--- src/sv/pblalu_pkg.sv ---
package pblalu_pkg;

	localparam int LANE_BITS  = 8;
	localparam int WORD_BITS  = 32;
	localparam int WORD_LANES = WORD_BITS / LANE_BITS;
	localparam int CMD_BITS   = 5;
	localparam int IDX_BITS   = 3;
	localparam int CNT_BITS   = 3;
	localparam int PROD_BITS  = 2 * LANE_BITS;
	localparam int SUM_BITS   = LANE_BITS + 2;

	localparam logic [LANE_BITS-1:0] LANE_MAX  = '1;
	localparam logic [LANE_BITS-1:0] CMP_GT    = 8'h01;
	localparam logic [LANE_BITS-1:0] CMP_NGT   = 8'h80;

	// operation codes
	localparam logic [CMD_BITS-1:0] CMD_INC      = 5'd0;
	localparam logic [CMD_BITS-1:0] CMD_DEC      = 5'd1;
	localparam logic [CMD_BITS-1:0] CMD_ADD      = 5'd2;
	localparam logic [CMD_BITS-1:0] CMD_SUB      = 5'd3;
	localparam logic [CMD_BITS-1:0] CMD_INC_SAT  = 5'd4;
	localparam logic [CMD_BITS-1:0] CMD_DEC_SAT  = 5'd5;
	localparam logic [CMD_BITS-1:0] CMD_ADD_SAT  = 5'd6;
	localparam logic [CMD_BITS-1:0] CMD_SUB_SAT  = 5'd7;
	localparam logic [CMD_BITS-1:0] CMD_ABS_DIFF = 5'd8;
	localparam logic [CMD_BITS-1:0] CMD_CMP      = 5'd9;
	localparam logic [CMD_BITS-1:0] CMD_EQ       = 5'd10;
	localparam logic [CMD_BITS-1:0] CMD_NE       = 5'd11;
	localparam logic [CMD_BITS-1:0] CMD_GT       = 5'd12;
	localparam logic [CMD_BITS-1:0] CMD_GE       = 5'd13;
	localparam logic [CMD_BITS-1:0] CMD_LT       = 5'd14;
	localparam logic [CMD_BITS-1:0] CMD_LE       = 5'd15;
	localparam logic [CMD_BITS-1:0] CMD_ZERO     = 5'd16;
	localparam logic [CMD_BITS-1:0] CMD_NONZERO  = 5'd17;
	localparam logic [CMD_BITS-1:0] CMD_GET      = 5'd18;
	localparam logic [CMD_BITS-1:0] CMD_SET      = 5'd19;
	localparam logic [CMD_BITS-1:0] CMD_PLACE    = 5'd20;
	localparam logic [CMD_BITS-1:0] CMD_SELECT   = 5'd21;
	localparam logic [CMD_BITS-1:0] CMD_MERGE    = 5'd22;
	localparam logic [CMD_BITS-1:0] CMD_BLEND    = 5'd23;
	localparam logic [CMD_BITS-1:0] CMD_SUM      = 5'd24;
	localparam logic [CMD_BITS-1:0] CMD_WSUM     = 5'd25;

	// configuration register indexes
	localparam logic [1:0] REG_LANE_COUNT = 2'd0;
	localparam logic [1:0] REG_REVERSE    = 2'd1;

	localparam logic [CNT_BITS-1:0] LANES_THREE = 3'd3;
	localparam logic [CNT_BITS-1:0] LANES_RESET = 3'd4;

	typedef struct packed {
		logic [LANE_BITS-1:0] val;
		logic [PROD_BITS-1:0] prod;
		logic                 use_div;
	} lane_res_t;

	typedef struct packed {
		logic [CMD_BITS-1:0]  cmd;
		logic [WORD_BITS-1:0] a;
		logic [LANE_BITS-1:0] vb;
		logic [IDX_BITS-1:0]  idx;
		logic [CNT_BITS-1:0]  n;
		logic                 rev;
	} ctrl_t;

	// floor(x / 255) for x up to 255 * 255: estimate, then one correction step
	function automatic logic [LANE_BITS-1:0] div255(input logic [PROD_BITS-1:0] x);
		logic [PROD_BITS:0] t;
		logic [LANE_BITS:0] q0;
		logic [PROD_BITS:0] r;
		t  = {1'b0, x} + {{(LANE_BITS+1){1'b0}}, x[PROD_BITS-1:LANE_BITS]};
		q0 = t[PROD_BITS:LANE_BITS];
		r  = {1'b0, x} - ({q0, {LANE_BITS{1'b0}}} - {{LANE_BITS{1'b0}}, q0});
		if (r >= {{(LANE_BITS+1){1'b0}}, LANE_MAX}) begin
			q0 = q0 + 1'b1;
		end
		return q0[LANE_BITS-1:0];
	endfunction

endpackage

--- src/sv/pblalu_lane.sv ---
module pblalu_lane (
	input  logic                                clk,
	input  logic                                en,
	input  logic [pblalu_pkg::CMD_BITS-1:0]     cmd,
	input  logic [pblalu_pkg::LANE_BITS-1:0]    a,
	input  logic [pblalu_pkg::LANE_BITS-1:0]    b,
	input  logic [pblalu_pkg::LANE_BITS-1:0]    p,
	input  logic                                sel,
	input  logic                                active,
	output pblalu_pkg::lane_res_t               res_s1
);

	localparam int LB = pblalu_pkg::LANE_BITS;
	localparam int PB = pblalu_pkg::PROD_BITS;

	logic [LB:0]   sum;
	logic [LB:0]   diff;
	logic          gt;
	logic          eq;
	logic [LB-1:0] mask_gt;
	logic [LB-1:0] fn_val;
	logic [PB-1:0] m1;
	logic [PB-1:0] m2;
	pblalu_pkg::lane_res_t res;

	assign sum  = {1'b0, a} + {1'b0, b};
	assign diff = {1'b0, a} - {1'b0, b};
	assign gt   = a > b;
	assign eq   = a == b;
	assign mask_gt = gt ? pblalu_pkg::LANE_MAX : '0;

	// one product per lane, plus the complementary weight for blends
	assign m1 = PB'((cmd == pblalu_pkg::CMD_BLEND) ? b : a) * PB'(p);
	assign m2 = PB'(a) * PB'(pblalu_pkg::LANE_MAX - p);

	always_comb begin
		unique case (cmd)
			pblalu_pkg::CMD_INC:      fn_val = a + 1'b1;
			pblalu_pkg::CMD_DEC:      fn_val = a - 1'b1;
			pblalu_pkg::CMD_ADD:      fn_val = sum[LB-1:0];
			pblalu_pkg::CMD_SUB:      fn_val = diff[LB-1:0];
			pblalu_pkg::CMD_INC_SAT:
				fn_val = (a == pblalu_pkg::LANE_MAX) ? a : a + 1'b1;
			pblalu_pkg::CMD_DEC_SAT:  fn_val = (a == '0) ? a : a - 1'b1;
			pblalu_pkg::CMD_ADD_SAT:
				fn_val = sum[LB] ? pblalu_pkg::LANE_MAX : sum[LB-1:0];
			pblalu_pkg::CMD_SUB_SAT:  fn_val = gt ? diff[LB-1:0] : '0;
			pblalu_pkg::CMD_ABS_DIFF: fn_val = gt ? diff[LB-1:0] : b - a;
			pblalu_pkg::CMD_CMP:
				fn_val = gt ? pblalu_pkg::CMP_GT : pblalu_pkg::CMP_NGT;
			pblalu_pkg::CMD_EQ:       fn_val = eq ? pblalu_pkg::LANE_MAX : '0;
			pblalu_pkg::CMD_NE:       fn_val = eq ? '0 : pblalu_pkg::LANE_MAX;
			pblalu_pkg::CMD_GT:       fn_val = mask_gt;
			pblalu_pkg::CMD_GE:       fn_val = (gt || eq) ? pblalu_pkg::LANE_MAX : '0;
			pblalu_pkg::CMD_LT:       fn_val = (gt || eq) ? '0 : pblalu_pkg::LANE_MAX;
			pblalu_pkg::CMD_LE:       fn_val = ~mask_gt;
			pblalu_pkg::CMD_ZERO:     fn_val = (a == '0) ? pblalu_pkg::LANE_MAX : '0;
			pblalu_pkg::CMD_NONZERO:  fn_val = (a == '0) ? '0 : pblalu_pkg::LANE_MAX;
			default:                  fn_val = '0;
		endcase
	end

	always_comb begin
		res.val     = '0;
		res.prod    = '0;
		res.use_div = 1'b0;
		unique case (cmd)
			pblalu_pkg::CMD_SELECT: res.val = (active && sel) ? a : '0;
			pblalu_pkg::CMD_MERGE:  res.val = (active && sel) ? b : a;
			pblalu_pkg::CMD_BLEND: begin
				res.val     = a;
				res.prod    = m1 + m2;
				res.use_div = active && sel;
			end
			pblalu_pkg::CMD_SUM:    res.val = active ? a : '0;
			pblalu_pkg::CMD_WSUM: begin
				res.prod    = active ? m1 : '0;
				res.use_div = 1'b1;
			end
			default:                res.val = active ? fn_val : '0;
		endcase
	end

	always_ff @(posedge clk) begin
		if (en) begin
			res_s1 <= res;
		end
	end

endmodule

--- src/sv/pblalu_merge.sv ---
module pblalu_merge #(
	parameter int MAX_LANES = 4
) (
	input  logic                                    clk,
	input  logic                                    en,
	input  pblalu_pkg::ctrl_t                       ctrl_s1,
	input  pblalu_pkg::lane_res_t [MAX_LANES-1:0]   lane_s1,
	output logic [pblalu_pkg::WORD_BITS-1:0]        result_s2
);

	localparam int LB = pblalu_pkg::LANE_BITS;
	localparam int WL = pblalu_pkg::WORD_LANES;
	localparam int SB = pblalu_pkg::SUM_BITS;

	logic [WL-1:0][LB-1:0] packed_w;
	logic [WL-1:0][LB-1:0] set_w;
	logic [WL-1:0][LB-1:0] place_w;
	logic [LB-1:0]         get_v;
	logic [SB-1:0]         sum_v;
	logic [SB-1:0]         wsum_v;
	logic                  idx_ok;
	logic [pblalu_pkg::CNT_BITS-1:0] pos;
	logic [pblalu_pkg::WORD_BITS-1:0] result;
	logic [LB-1:0]         q;
	logic [LB-1:0]         a_byte;

	assign idx_ok = pblalu_pkg::CNT_BITS'(ctrl_s1.idx) < ctrl_s1.n;
	assign pos    = ctrl_s1.rev ? ctrl_s1.n - 1'b1 - pblalu_pkg::CNT_BITS'(ctrl_s1.idx)
	                            : pblalu_pkg::CNT_BITS'(ctrl_s1.idx);

	always_comb begin
		packed_w = '0;
		set_w    = '0;
		place_w  = '0;
		get_v    = '0;
		sum_v    = '0;
		wsum_v   = '0;
		q        = '0;
		a_byte   = '0;
		for (int k = 0; k < WL; k++) begin
			a_byte = ctrl_s1.a[k*LB +: LB];
			if (k < MAX_LANES) begin
				q = pblalu_pkg::div255(lane_s1[k].prod);
				packed_w[k] = lane_s1[k].use_div ? q : lane_s1[k].val;
				sum_v  = sum_v + SB'(lane_s1[k].val);
				wsum_v = wsum_v + SB'(q);
			end else begin
				// bytes past the lanes keep operand a for merge and blend
				packed_w[k] = (ctrl_s1.cmd == pblalu_pkg::CMD_MERGE ||
				               ctrl_s1.cmd == pblalu_pkg::CMD_BLEND) ? a_byte : '0;
			end
			if (pos == pblalu_pkg::CNT_BITS'(k)) begin
				set_w[k]   = ctrl_s1.vb;
				place_w[k] = ctrl_s1.vb;
				get_v      = a_byte;
			end else begin
				set_w[k]   = a_byte;
			end
		end
	end

	always_comb begin
		if (ctrl_s1.cmd <= pblalu_pkg::CMD_NONZERO) begin
			result = packed_w;
		end else begin
			unique case (ctrl_s1.cmd)
				pblalu_pkg::CMD_GET:    result = idx_ok ? 32'(get_v) : '0;
				pblalu_pkg::CMD_SET:    result = idx_ok ? set_w : '0;
				pblalu_pkg::CMD_PLACE:  result = idx_ok ? place_w : '0;
				pblalu_pkg::CMD_SELECT,
				pblalu_pkg::CMD_MERGE,
				pblalu_pkg::CMD_BLEND:  result = packed_w;
				pblalu_pkg::CMD_SUM:    result = 32'(sum_v);
				pblalu_pkg::CMD_WSUM:   result = 32'(wsum_v);
				default:                result = '0;
			endcase
		end
	end

	always_ff @(posedge clk) begin
		if (en) begin
			result_s2 <= result;
		end
	end

endmodule

--- src/sv/packed_byte_lane_alu_unit.sv ---
// packed byte-lane alu: one lane unit per byte, a merge stage, an output register
// the result passes the stage-one registers (lane results, ctrl_s1) and the merge register result_s2
// throughput: one transaction per cycle while the output is taken; the two stage
//   registers hold while the next stage is full; input stops only once both are full
// reset: arst_n clears the stage valid bits, lane_count to 4 and reverse_lane_order to 0
module packed_byte_lane_alu_unit #(
	parameter int MAX_LANES = 4
) (
	input  logic         clk,
	input  logic         arst_n,
	input  logic         s_axis_tvalid,
	output logic         s_axis_tready,
	// operand_a, operand_b, select_mask, alpha_word, lane_index, zero fill
	input  logic [135:0] s_axis_tdata,
	// command
	input  logic [4:0]   s_axis_tuser,
	output logic         m_axis_tvalid,
	input  logic         m_axis_tready,
	// result
	output logic [31:0]  m_axis_tdata,
	input  logic         cfg_valid,
	output logic         cfg_ready,
	input  logic [1:0]   cfg_index,
	input  logic [2:0]   cfg_data
);

	localparam int LB = pblalu_pkg::LANE_BITS;
	localparam int WB = pblalu_pkg::WORD_BITS;

	logic [pblalu_pkg::CNT_BITS-1:0] lane_count_q;
	logic                            reverse_q;
	logic                            valid_s1;
	logic                            valid_s2;
	logic                            en1;
	logic                            en2;
	logic [pblalu_pkg::CNT_BITS-1:0] n;
	logic [WB-1:0]                   a;
	logic [WB-1:0]                   b;
	logic [WB-1:0]                   sel;
	logic [WB-1:0]                   alpha;
	logic [pblalu_pkg::IDX_BITS-1:0] idx;
	pblalu_pkg::ctrl_t               ctrl_s1;
	pblalu_pkg::lane_res_t [MAX_LANES-1:0] lane_s1;

	assign a     = s_axis_tdata[WB-1:0];
	assign b     = s_axis_tdata[2*WB-1:WB];
	assign sel   = s_axis_tdata[3*WB-1:2*WB];
	assign alpha = s_axis_tdata[4*WB-1:3*WB];
	assign idx   = s_axis_tdata[4*WB +: pblalu_pkg::IDX_BITS];

	assign n = (lane_count_q == pblalu_pkg::LANES_THREE) ? pblalu_pkg::LANES_THREE
	                                                      : pblalu_pkg::CNT_BITS'(MAX_LANES);

	assign en2           = !valid_s2 || m_axis_tready;
	assign en1           = !valid_s1 || en2;
	assign s_axis_tready = en1;
	assign m_axis_tvalid = valid_s2;
	assign cfg_ready     = 1'b1;

	always_ff @(posedge clk or negedge arst_n) begin
		if (!arst_n) begin
			lane_count_q <= pblalu_pkg::LANES_RESET;
			reverse_q    <= 1'b0;
		end else if (cfg_valid) begin
			if (cfg_index == pblalu_pkg::REG_LANE_COUNT) begin
				lane_count_q <= cfg_data;
			end else if (cfg_index == pblalu_pkg::REG_REVERSE) begin
				reverse_q <= cfg_data[0];
			end
		end
	end

	always_ff @(posedge clk or negedge arst_n) begin
		if (!arst_n) begin
			valid_s1 <= 1'b0;
			valid_s2 <= 1'b0;
		end else begin
			if (en1) begin
				valid_s1 <= s_axis_tvalid;
			end
			if (en2) begin
				valid_s2 <= valid_s1;
			end
		end
	end

	always_ff @(posedge clk) begin
		if (en1) begin
			ctrl_s1.cmd <= s_axis_tuser;
			ctrl_s1.a   <= a;
			ctrl_s1.vb  <= b[LB-1:0];
			ctrl_s1.idx <= idx;
			ctrl_s1.n   <= n;
			ctrl_s1.rev <= reverse_q;
		end
	end

	for (genvar k = 0; k < MAX_LANES; k++) begin : g_lane
		pblalu_lane u_lane (
			.clk    (clk),
			.en     (en1),
			.cmd    (s_axis_tuser),
			.a      (a[k*LB +: LB]),
			.b      (b[k*LB +: LB]),
			.p      (alpha[k*LB +: LB]),
			.sel    (|sel[k*LB +: LB]),
			.active (pblalu_pkg::CNT_BITS'(k) < n),
			.res_s1 (lane_s1[k])
		);
	end

	pblalu_merge #(
		.MAX_LANES (MAX_LANES)
	) u_merge (
		.clk       (clk),
		.en        (en2),
		.ctrl_s1   (ctrl_s1),
		.lane_s1   (lane_s1),
		.result_s2 (m_axis_tdata)
	);

endmodule

--- config.mk ---
export PLATFORM = sky130hd
export DESIGN_NAME = packed_byte_lane_alu_unit
export DESIGN_NICKNAME = d
export VERILOG_FILES = /design/src/sv/pblalu_pkg.sv /design/src/sv/pblalu_lane.sv /design/src/sv/pblalu_merge.sv /design/src/sv/packed_byte_lane_alu_unit.sv
export SDC_FILE = /design/constraint.sdc
export NUM_CORES = 2
export LEC_CHECK = 0
export BUFFER_PORTS_ARGS = -buffer_cell sky130_fd_sc_hd__buf_2
export CORE_MARGIN = 5
export CORE_UTILIZATION = 46
export DETAILED_ROUTE_END_ITERATION = 8
export SYNTH_ARGS = -nofsm -noshare
export SYNTH_HDL_FRONTEND = slang
export SYNTH_SLANG_ARGS = --single-unit
--- constraint.sdc ---
create_clock -name clk -period 14 [get_ports clk]
set_input_delay 3.5 -clock clk [delete_from_list [all_inputs] [get_ports clk]]
set_output_delay 3.5 -clock clk [all_outputs]
set_load 0.01 [all_outputs]
# Yosys cells after proc, flatten, opt, wreduce, memory -nomap -nowiden
# Cells that the tools add are included.
dict set report op_classes {
  addsub 52
  multipliers 8
  magnitude_cmp 14
  eq_ne 43
  n_mux 115
  bitwise 5
  n_reduce_logical 26
}
# op count
set ops {}
lappend ops {{8-bit 2-to-1 mux} 93}
lappend ops {{8-bit case mux with 18 select lines} 4}
lappend ops {{32-bit case mux with 6 select lines} 1}
lappend ops {{8-bit case mux with 5 select lines} 4}
lappend ops {{17-bit case mux with 2 select lines} 4}
lappend ops {{32-bit 2-to-1 mux} 3}
lappend ops {{5-bit == test, second input constant} 15}
lappend ops {{16-bit by 8-bit adder with 17-bit output} 4}
lappend ops {{17-bit by 8-bit greater-or-equal comparator with 1-bit output, second input constant} 4}
lappend ops {{16-bit by 17-bit subtractor with 17-bit output} 4}
lappend ops {{17-bit by 9-bit subtractor with 17-bit output} 4}
lappend ops {{16-bit adder} 4}
lappend ops {{8-bit by 1-bit adder with 8-bit output, second input constant} 8}
lappend ops {{16-bit by 8-bit multiplier with 16-bit output} 4}
lappend ops {{8-bit by 16-bit multiplier with 16-bit output} 4}
lappend ops {{16-bit 2-to-1 mux} 4}
lappend ops {{8-bit subtractor} 8}
lappend ops {{8-bit by 8-bit adder with 9-bit output} 6}
lappend ops {{10-bit by 8-bit adder with 10-bit output} 4}
lappend ops {{5-bit by 4-bit == test with 1-bit output, second input constant} 8}
lappend ops {{8-bit by 8-bit subtractor with 9-bit output, first input constant} 4}
lappend ops {{8-bit == test} 4}
lappend ops {{8-bit == test, second input constant} 4}
lappend ops {{8-bit greater-than comparator} 4}
lappend ops {{27 further kinds} 57}
dict set report totals {
  ff_bits 190
  inputBits 151
  out_inout_bits 35
  word_cells 286
}

# Logic depth before layout (Yosys ltp)
dict set report depth {
  word_depth 11
  depth_mapped 41
  ltp_nobuf 40
}

# By module
# From an unflattened synthesis, not the netlist that was laid out.
dict set report hier_totals {
  cells_unflattened 5068
  area_unflattened_um2 42844.8
}
# module instances cells_each area_per_inst_um2 seq_area_each_um2
set by_module_without_submodules {}
lappend by_module_without_submodules {pblalu_merge 1 1331 10391.2 960.9}
lappend by_module_without_submodules {{pblalu_lane at g_lane[2].u_lane} 1 930 7783.7 750.7}
lappend by_module_without_submodules {{pblalu_lane at g_lane[1].u_lane} 1 918 7698.6 750.7}
lappend by_module_without_submodules {{pblalu_lane at g_lane[0].u_lane} 1 912 7572.3 750.7}
lappend by_module_without_submodules {{pblalu_lane at g_lane[3].u_lane} 1 892 7527.2 750.7}
lappend by_module_without_submodules {packed_byte_lane_alu_unit 1 85 1871.8 1682.9}

# Worst setup path after synthesis
# OpenSTA, ideal clock, no wires.
dict set report synth_timing {
  path_kind {input to register}
  start {input port s_axis_tuser[0]}
  end {register g_lane[0].u_lane.res_s1[16] (netlist bit) (data pin)}
  setup_ps 261
  t_arrival_ps 11266
  t_required_ps 13739
  path_slack_ps 2472
  stages 35
  n_path_buf 3
  cell_sequence {clkbuf_1 > nand3_1 > or2_2 > clkbuf_1 > clkbuf_1 > a21oi_1 > nor2b_1 > fa_1 > fa_1 > inv_1 > fa_1 > inv_1 > fa_1 > ha_1 > xnor2_1 > fa_1 > inv_1 > fa_1 > fa_1 > fa_1 > inv_1 > ha_1 > inv_1 > nor2_1 > nor2_1 > o21bai_1 > a21oi_1 > o21bai_1 > a21oi_1 > o21bai_1 > a21oi_1 > o21ai_0 > xor2_1 > a21oi_1 > o21ai_0}
}
# element line
set synth_lines {}
lappend synth_lines {{start, declared} packed_byte_lane_alu_unit.sv:16} ;# input logic [4:0] s_axis_tuser,
lappend synth_lines {{end signal, assigned} pblalu_lane.sv:86} ;# res_s1 <= res;
lappend synth_lines {{end, declared} pblalu_lane.sv:10} ;# output pblalu_pkg::lane_res_t res_s1

==> metrics.md <==
| Metric | Value |
|---|---|
| Run status | finished, final reports clean |
| Routed WL | roughly 120,000 µm |
| CTS tree | done |
| Synth area leaders | fa_1, ha_1, edfxtp_1, inv_1, xnor2_1 |
| Synthesis-stage register bit count | ~190 |
| Clock Pin Slew Worst Setup and Hold Paths | about 0.08 ns |
| Post-synth EDFFs | 183 |
| Dpl ws | 1.36 ns |
| Yosys top cell area share | a little under a fifth |
| Die Width | just over 300 µm |
| Row count | between 100 and 150 |
| Synthesis Warnings | 0 |
| Vias in the first global route | roughly 33k |
| Detail Route Antenna Nets | 0 |
| Setup violators final | 0 |
| GRT Resource Usage Total | about a quarter |
| Htree depth | 4 |
| FFs w/ async S/R, synth | under 10% |
| Hold buffer count at cts | 0 |
| Final period util | between 80% and 90% |
| Mapped Cells | ~4.7k |
| First-pass GRT wire length | about 190,000 µm |
| First-pass DRT Iterations | 6 |
| Clock root buffer | clkbuf_16 |
| Core area | roughly 0.085 mm² |
| Area of the multi-input gates | 0.0306 mm² |
| Setup CP Type | in -> reg |
| PortBufs | roughly 180 |
| Synth Flop Type | edfxtp_1 |
| IO Pins | about 190 |
| Initial antenna violation count | 9 |
| Die area | between 0.09 and 0.1 mm² |
| Max frequency | 82.0 MHz |
| Via/cell ratio | between 5 and 6 |
| Mapped cell area | around 0.04 mm² |
| DR vias | 33.7k |
| Post-DP HPWL | 95,500 µm |
| GPL Wtd Cong | ~0.96 |
| Min Clock Period, post-route | around 12 ns |
| Maximum root-to-sink buffer count | 2 |
| Largest net degree at the start of global routing | 154 |
| Clock Sink Count | 189 |
| Unique cell type count in the Yosys netlist | 100 |
| Max Transition Viols Final | 0 |
| Initial Utilization | 46.5% |
| Routed WL per cell | roughly 20 µm |
| Setup ws final | roughly 1.8 ns |
| Die Span Y | 304 µm |
| Synth cell count leaders | inv_1, ha_1, nor2_1 |
| Crit-path max FO | 28 |
| Share of layout cells above drive strength 1 | under 10% |
| Seq. cell area | ~0.0056 mm² |
| Max transition margin | 16.7% |
| Leading area contributor after synthesis | fa_1 |
| Area growth from synthesis to layout | 6.62% |
| 1st-iter DRT viols | 3,099 |
| CP max-delay cell | or2_2 |
| GRT overflow | 0 |
| Critical Path End Type | flop |
| Register area share after synthesis | between 10% and 20% |
| Clock buffer count from CTS | 17 |
| CP max stage delay | roughly 0.71 ns |
| Worst Path Required | roughly 14 ns |
| HP Class | reg -> reg |
| Maximum VDD drop | approximately 0.28 mV |
| Most used cell, CP | fa_1 |
| Final Hold Violating Endpoints | 0 |
| Worst-Skew Late Latency | between 0.4 and 0.5 ns |
| NumNets Final | slightly below 6k |
| Worst-margin pin slew | around 1.2 ns |
| Power per Cell Area | between 200 and 250 mW/mm² |
| DRC Markers | 0 |
| Crit start category | input port |
| Setup Buffers After CTS | 0 |
| Clk_skew | between 0.015 and 0.02 ns |
| Avg Synthesized Cell Area | about 8.4 µm² |
| Cell with the most instances after synthesis | inv_1 |
| RSZ-0062 raised after global routing | no |
| Crit path arrival time | approximately 12 ns |
| Max-Cap Viols | 0 |
| Setup TNS | 0 ns |
| Post-cts sizing count | 0 |
| Leakage Power | between 20 and 25 nW |
| Fill cells | between 8k and 9k |
power by group:
part,switching (W),total (W),internal [W]
Combinational,0.00434,0.00772,0.00338
Sequential,0.000119,0.000873,0.000754
Clock,0.000262,0.000522,0.000259
Total,0.00472,0.00911,0.00440
sequential cells by signal (all words and copies together), names as in the netlist:
name / flops
u_merge.result_s2: 32
m_axis_tvalid: 1
g_lane.u_lane.res_s1: 100
reverse_q: 1
valid_s1: 1
ctrl_s1: 51
lane_count_q: 3
critical path: cells and delay by family:
family	cells	cell delay, ns
compound gates	10	1.82
xor+xnor	2	0.50
fa+ha+maj	10	4.42
buf+inv	6	0.77
simple gates	4	1.40
path summary, 6_finish.rpt:
| check | from | end | cells after the start | slack (ns) |
|---|---|---|---|---|
| min | reverse_q$_DFFE_PN0P_ | ctrl_s1[0]$_DFFE_PP_ | 0 | 0.47 |
| max | s_axis_tuser[0] | g_lane[1].u_lane.res_s1[16]$_DFFE_PP_ | 32 | 1.80 |
| min in group asynchronous | arst_n | m_axis_tvalid$_DFFE_PN0P_ | 1 | 2.83 |
| max in group asynchronous | arst_n | lane_count_q[2]$_DFFE_PN1P_ | 1 | 10.95 |
| max reg2reg | g_lane[0].u_lane.res_s1[10]$_DFFE_PP_ | u_merge.result_s2[9]$_DFFE_PP_ | 38 | 4.04 |
| min reg2reg | reverse_q$_DFFE_PN0P_ | ctrl_s1[0]$_DFFE_PP_ | 0 | 0.47 |
stage by stage:
stage	hold WS (ns)	utilization (%)	instance area [µm²]	total power, W	cells
floorplan	0.419	-	39700	0.00704	4721
global placement	0.446	48.8	41700	0.00840	5904
detailed placement	0.451	48.8	41700	0.00858	5904
CTS	0.473	49.6	42300	0.00914	5936
global route	0.485	49.6	42300	0.0103	5938
finish	0.469	49.6	42400	0.00911	5944
cell usage in the layout, fill, tap and decap left out, types with 21 or more instances in the layout:
master and n:
buf_2 179, nand2_1 349, and2_1 106, ha_1 570, nand2b_1 131, and3_1 35, a31oi_1 21, buf_4 33
nor2b_1 95, fa_1 377, a211oi_1 23, mux2i_1 22, o211ai_1 24, xor2_1 66, a22oi_1 52, o21ai_0 186
a21o_1 60, o21ai_1 29, nand3_1 49, nor2_1 379, xnor2_1 204, nor3_1 41, o22ai_1 29, a22o_1 25
inv_1 752, nand4_1 29, o21bai_1 91, a221oi_1 24, a21oi_1 285, edfxtp_1 183, o221ai_1 33
logic make-up after synthesis:
| logic type | share of synthesized area [%] |
|---|---|
| AND/OR/NAND/NOR | 16.1 |
| AO/OA/AOI/OAI | 17.0 |
| adder cells (fa/ha/maj) | 37.0 |
| buffers and inverters | 8.87 |
| XOR/XNOR | 6.16 |
| flip-flops | 14.2 |
| multiplexers | 0.724 |
| other | 0.0189 |
routing by layer:
metal  vias to the layer above  track usage, %  routed length, µm
li1                      16000               -                  -
met1                     16300            35.8              54000
met2                      1235            39.9              52000
met3                       167            5.00               9940
met4                         2            6.16               2980
met5                         -               0                 13
final cells by class:
class                   count  area share [%]
clock inverters            13           0.334
flip-flops and latches    189            13.3
repair buffers            214            2.79
diodes                      8          0.0473
multi-input cells        3594            72.2
inverters                 763            6.76
well taps                1144            3.38
clock buffers              19            1.12
Power figures use the tool's default switching activity.
